--- src/hw/rtl/pgf_pkg.sv ---
package pgf_pkg;

    localparam int POS_W    = 24;
    localparam int MASS_W   = 24;
    localparam int D_W      = POS_W + 1;
    localparam int MAG_W    = D_W;
    localparam int DSQ_W    = 2 * D_W;
    localparam int LEN_W    = DSQ_W / 2;
    localparam int U_SH     = 30;
    localparam int U_W      = U_SH + 1;
    localparam int PC_W     = 2 * MASS_W;
    localparam int DEN_W    = PC_W + DSQ_W;
    localparam int G_W      = 32;
    localparam int PROD_W   = G_W + U_W;
    localparam int F_SH     = 26;
    localparam int NUM_W    = PROD_W + F_SH;
    localparam int F_W      = 32;
    localparam int RANGE_W  = 25;
    localparam int SQRT_LAT = LEN_W;
    localparam int UDIV_LAT = U_W;
    localparam int FDIV_LAT = F_W + 1;
    localparam int APB_AW   = 4;
    localparam int APB_DW   = 32;

    localparam logic [G_W-1:0] STRENGTH_RST = 32'h0001_0000;
    localparam logic [F_W-1:0] SAT_POS      = 32'h7FFF_FFFF;
    localparam logic [F_W-1:0] SAT_NEG      = 32'h8000_0000;

    typedef enum logic [1:0] {
        REG_STRENGTH = 2'd0,
        REG_INNER    = 2'd1,
        REG_OUTER    = 2'd2
    } pgf_reg_e;

    typedef struct packed {
        logic signed [POS_W-1:0] center_x;
        logic signed [POS_W-1:0] center_y;
        logic signed [POS_W-1:0] center_z;
        logic        [MASS_W-1:0] center_inv_mass;
        logic signed [POS_W-1:0] particle_x;
        logic signed [POS_W-1:0] particle_y;
        logic signed [POS_W-1:0] particle_z;
        logic        [MASS_W-1:0] particle_inv_mass;
    } pgf_in_t;

    typedef struct packed {
        logic signed [F_W-1:0] force_x;
        logic signed [F_W-1:0] force_y;
        logic signed [F_W-1:0] force_z;
        logic                  applied;
    } pgf_out_t;

endpackage

--- src/hw/rtl/pgf_sqrt.sv ---
module pgf_sqrt import pgf_pkg::*; (
    input  logic             aclk,
    input  logic             en,
    input  logic [DSQ_W-1:0] dsq,
    output logic [LEN_W-1:0] root
);

    localparam int SW = DSQ_W + 1;

    logic [SW-1:0]    rem_reg  [LEN_W-1];
    logic [LEN_W-1:0] root_reg [LEN_W];

    for (genvar j = 0; j < LEN_W; j++) begin : g_stage
        localparam int K = LEN_W - 1 - j;
        logic [SW-1:0]    rem_in;
        logic [SW-1:0]    trial;
        logic [LEN_W-1:0] root_in;
        logic             take;

        if (j == 0) begin : g_first
            assign rem_in  = SW'(dsq);
            assign root_in = '0;
        end else begin : g_next
            assign rem_in  = rem_reg[j-1];
            assign root_in = root_reg[j-1];
        end

        // (r + 2^k)^2 - r^2 = r*2^(k+1) + 2^(2k)
        assign trial = (SW'(root_in) << (K + 1)) | (SW'(1) << (2 * K));
        assign take  = rem_in >= trial;

        always_ff @(posedge aclk) begin
            if (en) root_reg[j] <= take ? (root_in | (LEN_W'(1) << K)) : root_in;
        end

        if (j < LEN_W - 1) begin : g_rem
            always_ff @(posedge aclk) begin
                if (en) rem_reg[j] <= take ? (rem_in - trial) : rem_in;
            end
        end
    end

    assign root = root_reg[LEN_W-1];

endmodule

--- config.mk ---
export PLATFORM = sky130hd
export DESIGN_NAME = pgf_sqrt
export DESIGN_NICKNAME = d
export VERILOG_FILES = /design/src/hw/rtl/pgf_pkg.sv /design/src/hw/rtl/pgf_sqrt.sv
export SDC_FILE = /design/constraint.sdc
export NUM_CORES = 2
export LEC_CHECK = 0
export ABC_AREA = 1
export BUFFER_PORTS_ARGS = -buffer_cell sky130_fd_sc_hd__clkbuf_2
export CORE_MARGIN = 1
export CORE_UTILIZATION = 25
export DETAILED_ROUTE_END_ITERATION = 8
export SLEW_MARGIN = 20
export SYNTH_ARGS = -nofsm -noshare
export SYNTH_HDL_FRONTEND = slang
export SYNTH_SLANG_ARGS = --single-unit
--- constraint.sdc ---
create_clock -name aclk -period 6 [get_ports aclk]
set_input_delay 0.6 -clock aclk [delete_from_list [all_inputs] [get_ports aclk]]
set_output_delay 0.6 -clock aclk [all_outputs]
set_load 0.01 [all_outputs]
-- Word level (Yosys, flattened, before mapping)
Memory sizes are Yosys's and may differ from the RTL's.
Index checks and enable logic that the tools add are counted.
- mux-type cells: 51
- $add $sub $neg: 24
- magnitude comparators: 25
- operators by type and width (operator ; number):
    $mux 51 ; 24
    $ge 51x26->1 ; 1
    $ge 51x27->1 ; 1
    $ge 51x28->1 ; 1
    $ge 51x29->1 ; 1
    $ge 51x30->1 ; 1
    $ge 51x31->1 ; 1
    $ge 51x32->1 ; 1
    $ge 51x33->1 ; 1
    $ge 51x34->1 ; 1
    $ge 51x35->1 ; 1
    $ge 51x36->1 ; 1
    $ge 51x37->1 ; 1
    $ge 51x38->1 ; 1
    $ge 51x39->1 ; 1
    $ge 51x40->1 ; 1
    $ge 51x41->1 ; 1
    $ge 51x42->1 ; 1
    $ge 51x43->1 ; 1
    $ge 51x44->1 ; 1
    $ge 51x45->1 ; 1
    $ge 51x46->1 ; 1
    $ge 51x47->1 ; 1
    $ge 51x48->1 ; 1
    other kinds (51) ; 53
- flip-flop bits (word level): 0
- word-level logic and storage cells: 102
- memory bits (writable): 1849
- input port bits: 52
- memories kept: 2
- output and inout bits: 25
- memories (name ; words ; width ; rd ports ; clocked after memory_dff ; write ports ; line ; RTL):
    rem_reg ; 24 ; 51 ; 24 ; 0 ; 24 ; pgf_sqrt.sv:10 ; logic [SW-1:0] rem_reg [LEN_W-1];
    root_reg ; 25 ; 25 ; 25 ; 0 ; 25 ; pgf_sqrt.sv:11 ; logic [LEN_W-1:0] root_reg [LEN_W];

-- Logic depth before layout (Yosys ltp)
An unclocked memory read counts as a cell.
- depth in word-level cells: 3
- depth in mapped cells: 17
- gate-level depth less buffers: 16

-- Worst setup path after synthesis
Ideal clock, no wire load.
- path type: register to register
- start: memory rem_reg[1][138] (netlist bit)
- end: memory rem_reg[1][199] (netlist bit), data pin
- arrival time: 1.886 ns
- stages on the path, launching flop included: 11
- clock period less this slack: 2.135 ns
- slack: 3.865 ns
- data required time: 5.751 ns
- library setup time: 0.249 ns
- path buffers: 1
- path through: edfxtp_1 -> ha_1 -> a21oi_1 -> o21ai_1 -> nand2_1 -> nand2_1 -> a211oi_4 -> nand2_4 -> buf_6 -> nand2_1 -> inv_1
- RTL lines (item ; line):
    start: declaration ; pgf_sqrt.sv:10

==> flow_summary.ini <==
[timing]
min_period_ps = 3640
rsz0062_at_grt = false
drv_slew = 0
fin_setup_tns_ps = 0
period_share = 0.607
fmax_ghz = 0.274
slew_headroom = 0.203
setup_viol = 0
hold_viol_final = 0
worst_pin_slew_ps = 1200
fin_worst_skew_ps = 123

[power_and_ir_drop]
clkPwrFrac = 0.328
p_total_w = 0.0344
ir_worst_vdd_mv = 0.333
p_sw_w = 0.0114
p_per_area_nw_per_um2 = 343
power.leakage_nw = 43.1
comb_power_share = 0.244
seqPwrFrac = 0.427
intPower_w = 0.0230
sw_frac_of_total = 0.332

[worst_hold_path]
hold_depth = 3
hold_class = in2reg

[finish]
fin_area_sq_um = 100000
syn2layout_area_growth_pct = 14.2
fillers = 37100
largest_reg_flops = 1224
nets = 11000
drive_gt1_frac = 0.0434

[clock_network]
clkLatencyLatePin_ps = 920
cts_buffers = 177
clkTransAtPathRegs_ps = 60
cts_tree = yes
htreeDepth = 4
cts_buffer_depth = 4
cts_num_sinks = 1549
cts_setup_buffers = 0
cts-root-buf = clkbuf_16

[yosys]
synthArstFlopShare = 0
yosysSeqAreaShare = 0.529
synth_edf_count = 1549
yosys.area.top_type = edfxtp_1
netlist_instances = 10400
syn-cell-area_sq_um = 87900
avgSynthCellArea_sq_um = 8.49
synth_nets = 10800
synthTopCellsByArea = edfxtp_1, nand2_1, inv_1
synth_top_area_share = 0.529
yosys_most_used_dff = edfxtp_1
yosysUniqueCellTypes = 61
yosys_warnings = 0
yosys_register_bits = 1549

[detailed_routing]
totalWireLength_mm = 253
drc = 0
avgRoutedWirePerCell_um = 16.5
viasPerCell = 4.42
via_count = 67900
postRouteAntennaNets = 0
drt-initial-drc-count = 4624
dr.pass1.iters = 7

[floorplan]
die_area_sq_um = 354000
io_pins = 77
num_rows = 217
start_util = 0.251
die_w_um = 595
die_h_um = 595
coreArea_sq_um = 350000

[placement]
port_buffers = 76
dp.final_hpwl_mm = 202
finalWeightedCongestion = 1.02
place_area_sq_um = 93900

[setup_path]
critPathTopFamily = simple AND/OR/NAND/NOR gates
critPathMaxStageDelay_ps = 940
crit_path_end_kind = flip-flop
crit_type = reg2reg
critical_path_depth = 12
path_buf_inv = 1
critPathLaunchType = flip-flop
crit_path_frequent_cell = nand2_1
crit_slowest_cell = inv_1
reg2reg_depth = 12
path_cells = ha_1 -> a21oi_1 -> nand2_1 -> nand2_1 -> nand2_1 -> nand2_1 -> nand2_1 -> nand2_1 -> nand3_1 -> inv_1 -> nand2_1 -> nand2_1
required_ps = 6660
crit_path_max_fanout = 23
crit_arrival_ps = 4310

[flow_run]
drv_cap = 0

[global_route]
grt_pass1_wl_mm = 383
grt_use_met3 = 0.0157
antenna_found_initial = 3
grtUsageMet2 = 0.258
grt_usage = 0.139
grt_pass1_vias = 67100
overflow = 0
busiest_layer = met2
grt_max_degree = 216
grt_use_met1 = 0.149

[run_status]
status = finished clean
## cell usage after synthesis, types with 17 or more instances
library cell	n
buf_4	23
nand3_1	582
ha_1	346
o21ai_1	59
buf_6	17
nand2_1	3283
xnor2_1	149
a21oi_1	420
o21bai_1	20
nand4_1	208
xor2_1	162
nand3b_1	65
nor4_1	78
o21ai_0	207
nor2_1	1159
inv_1	1677
nor3_1	135
buf_2	37
edfxtp_1	1549
## worst reg2reg max path: cells and delay by family, from the launching register on
| kind | cells | cell delay (ps) |
|---|---|---|
| simple gates | 9 | 1550 |
| compound gates | 1 | 240 |
| fa+ha+maj | 1 | 380 |
| buf+inv | 1 | 940 |
| flops | 1 | 390 |
## cell usage in the layout, fill, tap and decap left out, types with 10 or more instances in the layout
cell	Yosys	routed
nor4_1	78	78
inv_1	1677	1677
xor2_1	162	162
o21ai_0	207	207
bufinv_16	0	29
buf_4	23	29
edfxtp_1	1549	1549
nand2_1	3283	3283
clkbuf_16	0	179
nor3_1	135	134
nand3b_1	65	65
dlygate4sd3_1	0	50
o21bai_1	20	20
clkinv_1	1	27
o211ai_1	14	14
or2_2	14	14
clkinv_2	0	33
ha_1	346	346
nand4_1	208	208
clkinvlp_4	0	13
a21o_1	14	14
a21boi_0	14	14
o21ai_1	59	59
a21oi_1	420	420
nand2_2	12	12
and2_1	11	11
xnor2_1	149	149
nor2_2	11	10
clkbuf_2	3	75
nor2_1	1159	1159
nand3_1	582	582
clkbuf_1	0	16
## per-layer routing
layer / vias to the layer above / part of all wire / wire [um]
met5: - / 0.000051 / 13
met3: 697 / 0.037 / 9350
met2: 1678 / 0.51 / 129000
met4: 2 / 0.073 / 18600
met1: 31200 / 0.38 / 96900
li1: 34300 / - / -
## layout make-up
class / count / area (sq um) / share of cell area
Inverter: 1687 / 6330 / 0.0631
Antenna cell: 3 / 7.51 / 0.0000748
Tap cell: 4599 / 5750 / 0.0573
Multi-Input combinational cell: 7040 / 34500 / 0.344
Clock buffer: 195 / 4540 / 0.0452
Timing Repair Buffer: 163 / 1280 / 0.0128
Sequential cell: 1549 / 46500 / 0.463
Clock inverter: 119 / 1440 / 0.0144
## cell families after synthesis
group           after synthesis  share of synthesized area
xor+xnor                    311                     0.0310
compound gates              781                     0.0478
other cells                   1                  0.0000426
simple gates               5601                      0.264
flops                      1549                      0.529
buf+inv                    1767                     0.0784
fa+ha+maj                   346                     0.0492
## path summary, 6_finish.rpt
path              startpoint             end  slack, ps
max          rem_reg[2][179]  rem_reg[3][33]       2360
min                  dsq[48]  rem_reg[0][49]         90
max reg2reg  rem_reg[2][179]  rem_reg[3][33]       2360
min reg2reg   rem_reg[2][21]  rem_reg[2][72]        360
## power groups by stage
stage	clock network (W)	registers (W)	logic (W)
6_report	0.0113	0.0147	0.00840
5_1_grt	0.0119	0.0148	0.00940
4_1_cts	0.0115	0.0147	0.00835
3_5_place_dp	0	0.0149	0.00828
3_3_place_gp	0	0.0149	0.00826
2_1_floorplan	0	0.0144	0.00573
## metrics by stage
| stage | setup WS (ps) | hold slack [ps] | instances | utilization |
|---|---|---|---|---|
| final | 2360 | 91.8 | 15400 | 0.287 |
| after global routing | 2010 | 78.2 | 15400 | 0.287 |
| after CTS | 2400 | 38.4 | 15400 | 0.287 |
| after detailed placement | 2420 | 426 | 15000 | 0.268 |
| after global placement | 2530 | 424 | 15000 | 0.268 |
| after floorplan | 3870 | 417 | 10400 | - |
## timing repair
action | 4_1_cts | 5_1_grt
endpoints found under the setup margin | 0 | 0
hold buffers | 50 | 0
endpoints found under the hold margin | 49 | 0
resized for setup | 0 | 0
(Power assumes the default switching activity.)
