--- src/hw/rtl/pgf_pkg.sv ---
package pgf_pkg;

    localparam int POS_W    = 24;
    localparam int MASS_W   = 24;
    localparam int D_W      = POS_W + 1;
    localparam int MAG_W    = D_W;
    localparam int DSQ_W    = 2 * D_W;
    localparam int LEN_W    = DSQ_W / 2;
    localparam int U_SH     = 30;
    localparam int U_W      = U_SH + 1;
    localparam int PC_W     = 2 * MASS_W;
    localparam int DEN_W    = PC_W + DSQ_W;
    localparam int G_W      = 32;
    localparam int PROD_W   = G_W + U_W;
    localparam int F_SH     = 26;
    localparam int NUM_W    = PROD_W + F_SH;
    localparam int F_W      = 32;
    localparam int RANGE_W  = 25;
    localparam int SQRT_LAT = LEN_W;
    localparam int UDIV_LAT = U_W;
    localparam int FDIV_LAT = F_W + 1;
    localparam int APB_AW   = 4;
    localparam int APB_DW   = 32;

    localparam logic [G_W-1:0] STRENGTH_RST = 32'h0001_0000;
    localparam logic [F_W-1:0] SAT_POS      = 32'h7FFF_FFFF;
    localparam logic [F_W-1:0] SAT_NEG      = 32'h8000_0000;

    typedef enum logic [1:0] {
        REG_STRENGTH = 2'd0,
        REG_INNER    = 2'd1,
        REG_OUTER    = 2'd2
    } pgf_reg_e;

    typedef struct packed {
        logic signed [POS_W-1:0] center_x;
        logic signed [POS_W-1:0] center_y;
        logic signed [POS_W-1:0] center_z;
        logic        [MASS_W-1:0] center_inv_mass;
        logic signed [POS_W-1:0] particle_x;
        logic signed [POS_W-1:0] particle_y;
        logic signed [POS_W-1:0] particle_z;
        logic        [MASS_W-1:0] particle_inv_mass;
    } pgf_in_t;

    typedef struct packed {
        logic signed [F_W-1:0] force_x;
        logic signed [F_W-1:0] force_y;
        logic signed [F_W-1:0] force_z;
        logic                  applied;
    } pgf_out_t;

endpackage

--- src/hw/rtl/pgf_udiv.sv ---
module pgf_udiv import pgf_pkg::*; (
    input  logic             aclk,
    input  logic             en,
    input  logic [MAG_W-1:0] mag,
    input  logic [LEN_W-1:0] len,
    output logic [U_W-1:0]   unit
);

    localparam int RW = MAG_W + U_W;

    logic [RW-1:0]    rem_reg [U_W-1];
    logic [LEN_W-1:0] div_reg [U_W-1];
    logic [U_W-1:0]   q_reg   [U_W];

    for (genvar j = 0; j < U_W; j++) begin : g_stage
        localparam int K = U_W - 1 - j;
        logic [RW-1:0]    rem_in;
        logic [RW-1:0]    trial;
        logic [LEN_W-1:0] div_in;
        logic [U_W-1:0]   q_in;
        logic             take;

        if (j == 0) begin : g_first
            assign rem_in = RW'(mag) << U_SH;
            assign div_in = len;
            assign q_in   = '0;
        end else begin : g_next
            assign rem_in = rem_reg[j-1];
            assign div_in = div_reg[j-1];
            assign q_in   = q_reg[j-1];
        end

        assign trial = RW'(div_in) << K;
        assign take  = rem_in >= trial;

        always_ff @(posedge aclk) begin
            if (en) q_reg[j] <= take ? (q_in | (U_W'(1) << K)) : q_in;
        end

        if (j < U_W - 1) begin : g_rem
            always_ff @(posedge aclk) begin
                if (en) begin
                    rem_reg[j] <= take ? (rem_in - trial) : rem_in;
                    div_reg[j] <= div_in;
                end
            end
        end
    end

    assign unit = q_reg[U_W-1];

endmodule

--- config.mk ---
export PLATFORM = sky130hd
export DESIGN_NAME = pgf_udiv
export DESIGN_NICKNAME = d
export VERILOG_FILES = /design/src/hw/rtl/pgf_pkg.sv /design/src/hw/rtl/pgf_udiv.sv
export SDC_FILE = /design/constraint.sdc
export NUM_CORES = 2
export LEC_CHECK = 0
export BUFFER_PORTS_ARGS = -buffer_cell sky130_fd_sc_hd__clkbuf_2
export CORE_MARGIN = 2
export CORE_UTILIZATION = 37
export CTS_CLUSTER_SIZE = 8
export DETAILED_ROUTE_END_ITERATION = 16
export SLEW_MARGIN = 10
export SYNTH_ARGS = -nofsm -noshare
export SYNTH_HDL_FRONTEND = slang
export SYNTH_SLANG_ARGS = --single-unit
--- constraint.sdc ---
create_clock -name aclk -period 10.37 [get_ports aclk]
set_input_delay 1.037 -clock aclk [delete_from_list [all_inputs] [get_ports aclk]]
set_output_delay 1.037 -clock aclk [all_outputs]
set_load 0.02 [all_outputs]
---- After elaboration in Yosys (flattened, before gate mapping) ----
Memories as Yosys holds them, arrays and structs flattened.
Cells that the tools add are included.
word-level totals
  register bits after elaboration ......... 0
  bits in latches ......................... 0
  bits in writable memories ............... 3391
  bits in read-only memories .............. 0
  input bits .............................. 52
  memories kept ........................... 3
cells by class
  $add $sub $neg .......................... 30
  $mul .................................... 0
  divide/modulo/power cells ............... 0
  $lt $le $gt $ge ......................... 31
  equal/unequal tests ..................... 0
  shifts and indexed selects .............. 0
  muxes and demuxes ....................... 63
  bitwise operators ....................... 0
  reductions and logical operators ........ 0
memory list
  memory   words  width  read ports  clocked after Yosys merged registers in  write ports  line            text
  rem_reg  30     56     30          0                                        30           pgf_udiv.sv:11  logic [RW-1:0] rem_reg [U_W-1];
  q_reg    31     31     31          0                                        31           pgf_udiv.sv:13  logic [U_W-1:0] q_reg [U_W];
  div_reg  30     25     30          0                                        30           pgf_udiv.sv:12  logic [LEN_W-1:0] div_reg [U_W-1];
operators by type and width
  operator          count
  $mux W56          30
  $ge A56 B25 Y1    1
  $ge A56 B26 Y1    1
  $ge A56 B27 Y1    1
  $ge A56 B28 Y1    1
  $ge A56 B29 Y1    1
  $ge A56 B30 Y1    1
  $ge A56 B31 Y1    1
  $ge A56 B32 Y1    1
  $ge A56 B33 Y1    1
  $ge A56 B34 Y1    1
  $ge A56 B35 Y1    1
  $ge A56 B36 Y1    1
  $ge A56 B37 Y1    1
  $ge A56 B38 Y1    1
  $ge A56 B39 Y1    1
  $ge A56 B40 Y1    1
  $ge A56 B41 Y1    1
  $ge A56 B42 Y1    1
  $ge A56 B43 Y1    1
  $ge A56 B44 Y1    1
  $ge A56 B45 Y1    1
  $ge A56 B46 Y1    1
  $ge A56 B47 Y1    1
  69 further kinds  71

---- Logic depth before layout (Yosys ltp) ----
An unclocked memory read counts as a cell.
  depth in word-level cells ............... 3
  mapped depth ............................ 16

---- Worst setup path after synthesis ----
Ideal clock, no wire load.
  path type ............................... input to register
  from .................................... input port mag[0]
  to ...................................... memory rem_reg[0][41] (netlist bit) (data pin)
  arrival time ............................ 3773 ps
  setup slack ............................. 6327 ps
  stages .................................. 15
  path buffers ............................ 3
  cell sequence ........................... inv_1 -> ha_1 -> fa_1 -> nor2b_1 -> o31a_1 -> o21ai_0 -> nand2b_1 -> a211oi_1 -> o31a_1 -> nand3_1 -> a31o_2 -> clkbuf_1 -> clkbuf_1 -> buf_1 -> a21oi_1
RTL lines
  what         line            text
  from (decl)  pgf_udiv.sv:4   input logic [MAG_W-1:0] mag,
  to (decl)    pgf_udiv.sv:11

==> impl_metrics.sql <==
INSERT INTO impl_metrics (metric_group, metric, value, unit) VALUES
('yosys', 'post_synth_inst_count', '11810', ''),
('yosys', 'number_of_enable_flip_flop_cells_after_synthesis', '2461', ''),
('sta', 'final_max_slew_viol_count', '0', ''),
('detailed_routing', 'drc_errors', '0', ''),
('yosys', 'synth_nets', '12666', ''),
('yosys', 'synth.most_common_cell', 'sky130_fd_sc_hd__edfxtp_1', ''),
('status', 'outcome', 'finished, final reports clean', ''),
('floorplan', 'chipHeight', '603.2', 'microns'),
('worst_setup_path', 'r2r-start', 'rem_reg[19][11]', ''),
('global_route', 'number_of_antenna_violations_at_the_first_check_in_global_routing', '3', ''),
('clock_tree', 'clockRootBuffer', 'sky130_fd_sc_hd__clkbuf_16', ''),
('detailed_routing', 'vias', '87071', ''),
('worst_setup_path', 'critical_path_required', '10.98', 'ns'),
('global_route', 'grt_usage', '15.59', '%'),
('sta', 'grt_setup_unrepaired', 'false', ''),
('layout', 'fin_nets', '12860', ''),
('yosys', 'synth.top_cells.by_area', 'sky130_fd_sc_hd__edfxtp_1, sky130_fd_sc_hd__ha_1, sky130_fd_sc_hd__xnor2_1, sky130_fd_sc_hd__xor2_1, sky130_fd_sc_hd__o21ai_0', ''),
('layout', 'synthToLayoutAreaGrowth', '11.51', '%'),
('yosys', 'netlist_area', '132800', 'sq um'),
('yosys', 'mean_area_per_synthesized_cell', '11.25', 'sq um'),
('clock_tree', 'cts_max_level', '5', ''),
('yosys', 'ys_top_cells_by_count', 'sky130_fd_sc_hd__edfxtp_1, sky130_fd_sc_hd__nand2_1, sky130_fd_sc_hd__inv_1', ''),
('worst_setup_path', 'crit_fanout', '8', ''),
('detailed_routing', 'wl_per_cell', '17.29', 'microns'),
('hold_path', 'worst_hold_path_type', 'primary input to flop', ''),
('global_route', 'grt_pass1_wl', '461.2', 'mm'),
('worst_setup_path', 'timing.critical_path.arrival', '5.51', 'ns'),
('job', 'maxCapViolCount', '0', ''),
('worst_setup_path', 'crit_start', 'rem_reg[19][11]', ''),
('sta', 'period_minus_slack', '4.894', 'ns'),
('clock_tree', 'clock_insertion_delay_worst_skew', '0.93', 'ns'),
('global_route', 'grt_remaining_overflow', '0', ''),
('worst_setup_path', 'critPathLaunchType', 'flop', ''),
('yosys', 'synth_ff_type', 'sky130_fd_sc_hd__edfxtp_1', ''),
('placed_design', 'buffer_ports.inserted', '82', ''),
('sta', 'number_of_hold_violations_in_the_final_report', '0', ''),
('pwr', 'power_leakage', '56.15', 'nW'),
('hold_path', 'min_path_cells', '1', ''),
('floorplan', 'rows', '220', ''),
('sta', 'max_freq', '204.3', 'MHz'),
('floorplan', 'core_area', '358100', 'sq um'),
('sta', 'fin_skew', '0.08590', 'ns'),
('worst_setup_path', 'criticalPathCategory', 'flop to flop', ''),
('sta', 'post-route-period-util', '47.20', '%'),
('global_route', 'grt_pass1_vias', '85696', ''),
('worst_setup_path', 'r2r_worst_path_depth', '11', ''),
('clock_tree', 'cts_hold_buf', '0', ''),
('floorplan', 'floorplan_die_area', '363900', 'sq um'),
('sta', 'finalSetupTns', '0', 'ns'),
('yosys', 'area_share_of_the_leading_cell_type_in_the_synthesized_netlist', '55.63', '%'),
('yosys', 'ys_ff_latch', '2461', ''),
('worst_setup_path', 'worst_setup_path_end_kind', 'flop', ''),
('yosys', 'yosys_warnings', '0', ''),
('yosys', 'synth.yosys.seq_area_share', '55.63', '%'),
('clock_tree', 'post_cts_resized', '0', ''),
('yosys', 'synth_area_leader', 'sky130_fd_sc_hd__edfxtp_1', ''),
('clock_tree', 'cts_tree', 'yes', ''),
('detailed_routing', 'detailedRoute.firstIterationViolations', '5650', ''),
('placed_design', 'dp_hpwl', '215.3', 'mm'),
('layout', 'largest_reg_flops', '1215', ''),
('clock_tree', 'tritoncts_num_sinks', '2461', ''),
('sta', 'timing.final.setup_violations', '0', ''),
('pwr', 'powerDensity', '266.7', 'nW/um^2'),
('detailed_routing', 'drt_pass_1_iters', '6', ''),
('clock_tree', 'tritoncts_buffers', '347', ''),
('floorplan', 'initial_utilization', '37.10', '%'),
('clock_tree', 'postCtsSetupBuffers', '0', ''),
('floorplan', 'io_pins', '83', ''),
('detailed_routing', 'finalWirelength', '290.8', 'mm'),
('sta', 'hold-worst-slack', '0.3414', 'ns'),
('yosys', 'postSynth.asyncResetShare', '0', '%');
[worst max-delay path, stage by stage, from the launching register on]
cell and delay (ns):
sky130_fd_sc_hd__edfxtp_1 0.41, sky130_fd_sc_hd__ha_1 0.32, sky130_fd_sc_hd__nor2b_1 0.13, sky130_fd_sc_hd__o21ai_0 0.20, sky130_fd_sc_hd__a21boi_0 0.18, sky130_fd_sc_hd__o31ai_1 0.44, sky130_fd_sc_hd__a31oi_1 0.25, sky130_fd_sc_hd__o41ai_1 0.74
sky130_fd_sc_hd__o21ai_0 0.50, sky130_fd_sc_hd__a2111oi_2 1.07, sky130_fd_sc_hd__nand3b_1 0.18, sky130_fd_sc_hd__xnor2_1 0.17
[report_power, final]
part	internal, mW	total (mW)	leakage [nW]	switching, mW
registers	14.0	15.5	23.7	1.51
clock network	5.98	9.99	4.53	4.01
logic	5.92	14.0	27.9	8.10
[worst min path at each step]
stage / start / end
floorplan: q_reg[0][90] / q_reg[0][121]
global placement: q_reg[5][57] / q_reg[5][88]
detailed placement: q_reg[1][29] / q_reg[1][60]
CTS: len[7] / div_reg[0][7]
global route: len[8] / div_reg[0][8]
finish: len[7] / div_reg[0][7]
[layout make-up]
cell class	count	area (sq um)
Timing Repair Buffer	138	996.0
Sequential cell	2461	73900
Clock buffer	361	8864
Fill cell	33595	210000
Multi-Input combinational cell	8089	54360
Tap cell	4773	5972
Inverter	967	3630
Clock inverter	23	397.9
Antenna cell	9	22.52
[kinds of logic after synthesis]
family,after synthesis,share of synthesized area (%)
AND/OR/NAND/NOR,3307,12.12
AO/OA/AOI/OAI,2831,13.21
flip-flops,2461,55.63
buffers and inverters,1260,3.573
XOR/XNOR,1065,7.021
adder cells (fa/ha/maj),804,7.742
multiplexers,82,0.7007
[per-stage QoR]
step                      power (mW)  utilization, %  setup WS, ns  cell area [sq um]  instances
after global routing           42.10           41.37         4.917             148100      16821
final                          39.50           41.37         5.476             148100      16821
after CTS                      39.77           41.36         5.370             148100      16812
after global placement         29.48           38.77         5.379             138900      16428
after detailed placement       29.55           38.77         5.419             138900      16428
after floorplan                25.80               -         6.327             132900      11810
[routing by layer]
metal | vias up | wire [microns] | GRT usage, %
li1 | 43608 | - | -
met1 | 41081 | 118400 | 18.01
met2 | 1725 | 148700 | 28.59
met3 | 657 | 10330 | 1.922
met4 | 0 | 13370 | 7.263
met5 | - | 0 | 0
[cell usage in the layout (no fill, tap or decap), drive strengths merged, types with 281 or more instances in the layout]
master | netlist | final
a21oi | 792 | 792
clkbuf | 262 | 442
o21ai | 840 | 840
nor2 | 701 | 701
xor2 | 531 | 531
nor3 | 281 | 281
ha | 774 | 774
a21o | 385 | 385
edfxtp | 2461 | 2461
nand2 | 1036 | 1036
inv | 966 | 973
xnor2 | 534 | 534
(Power assumes the default switching activity.)
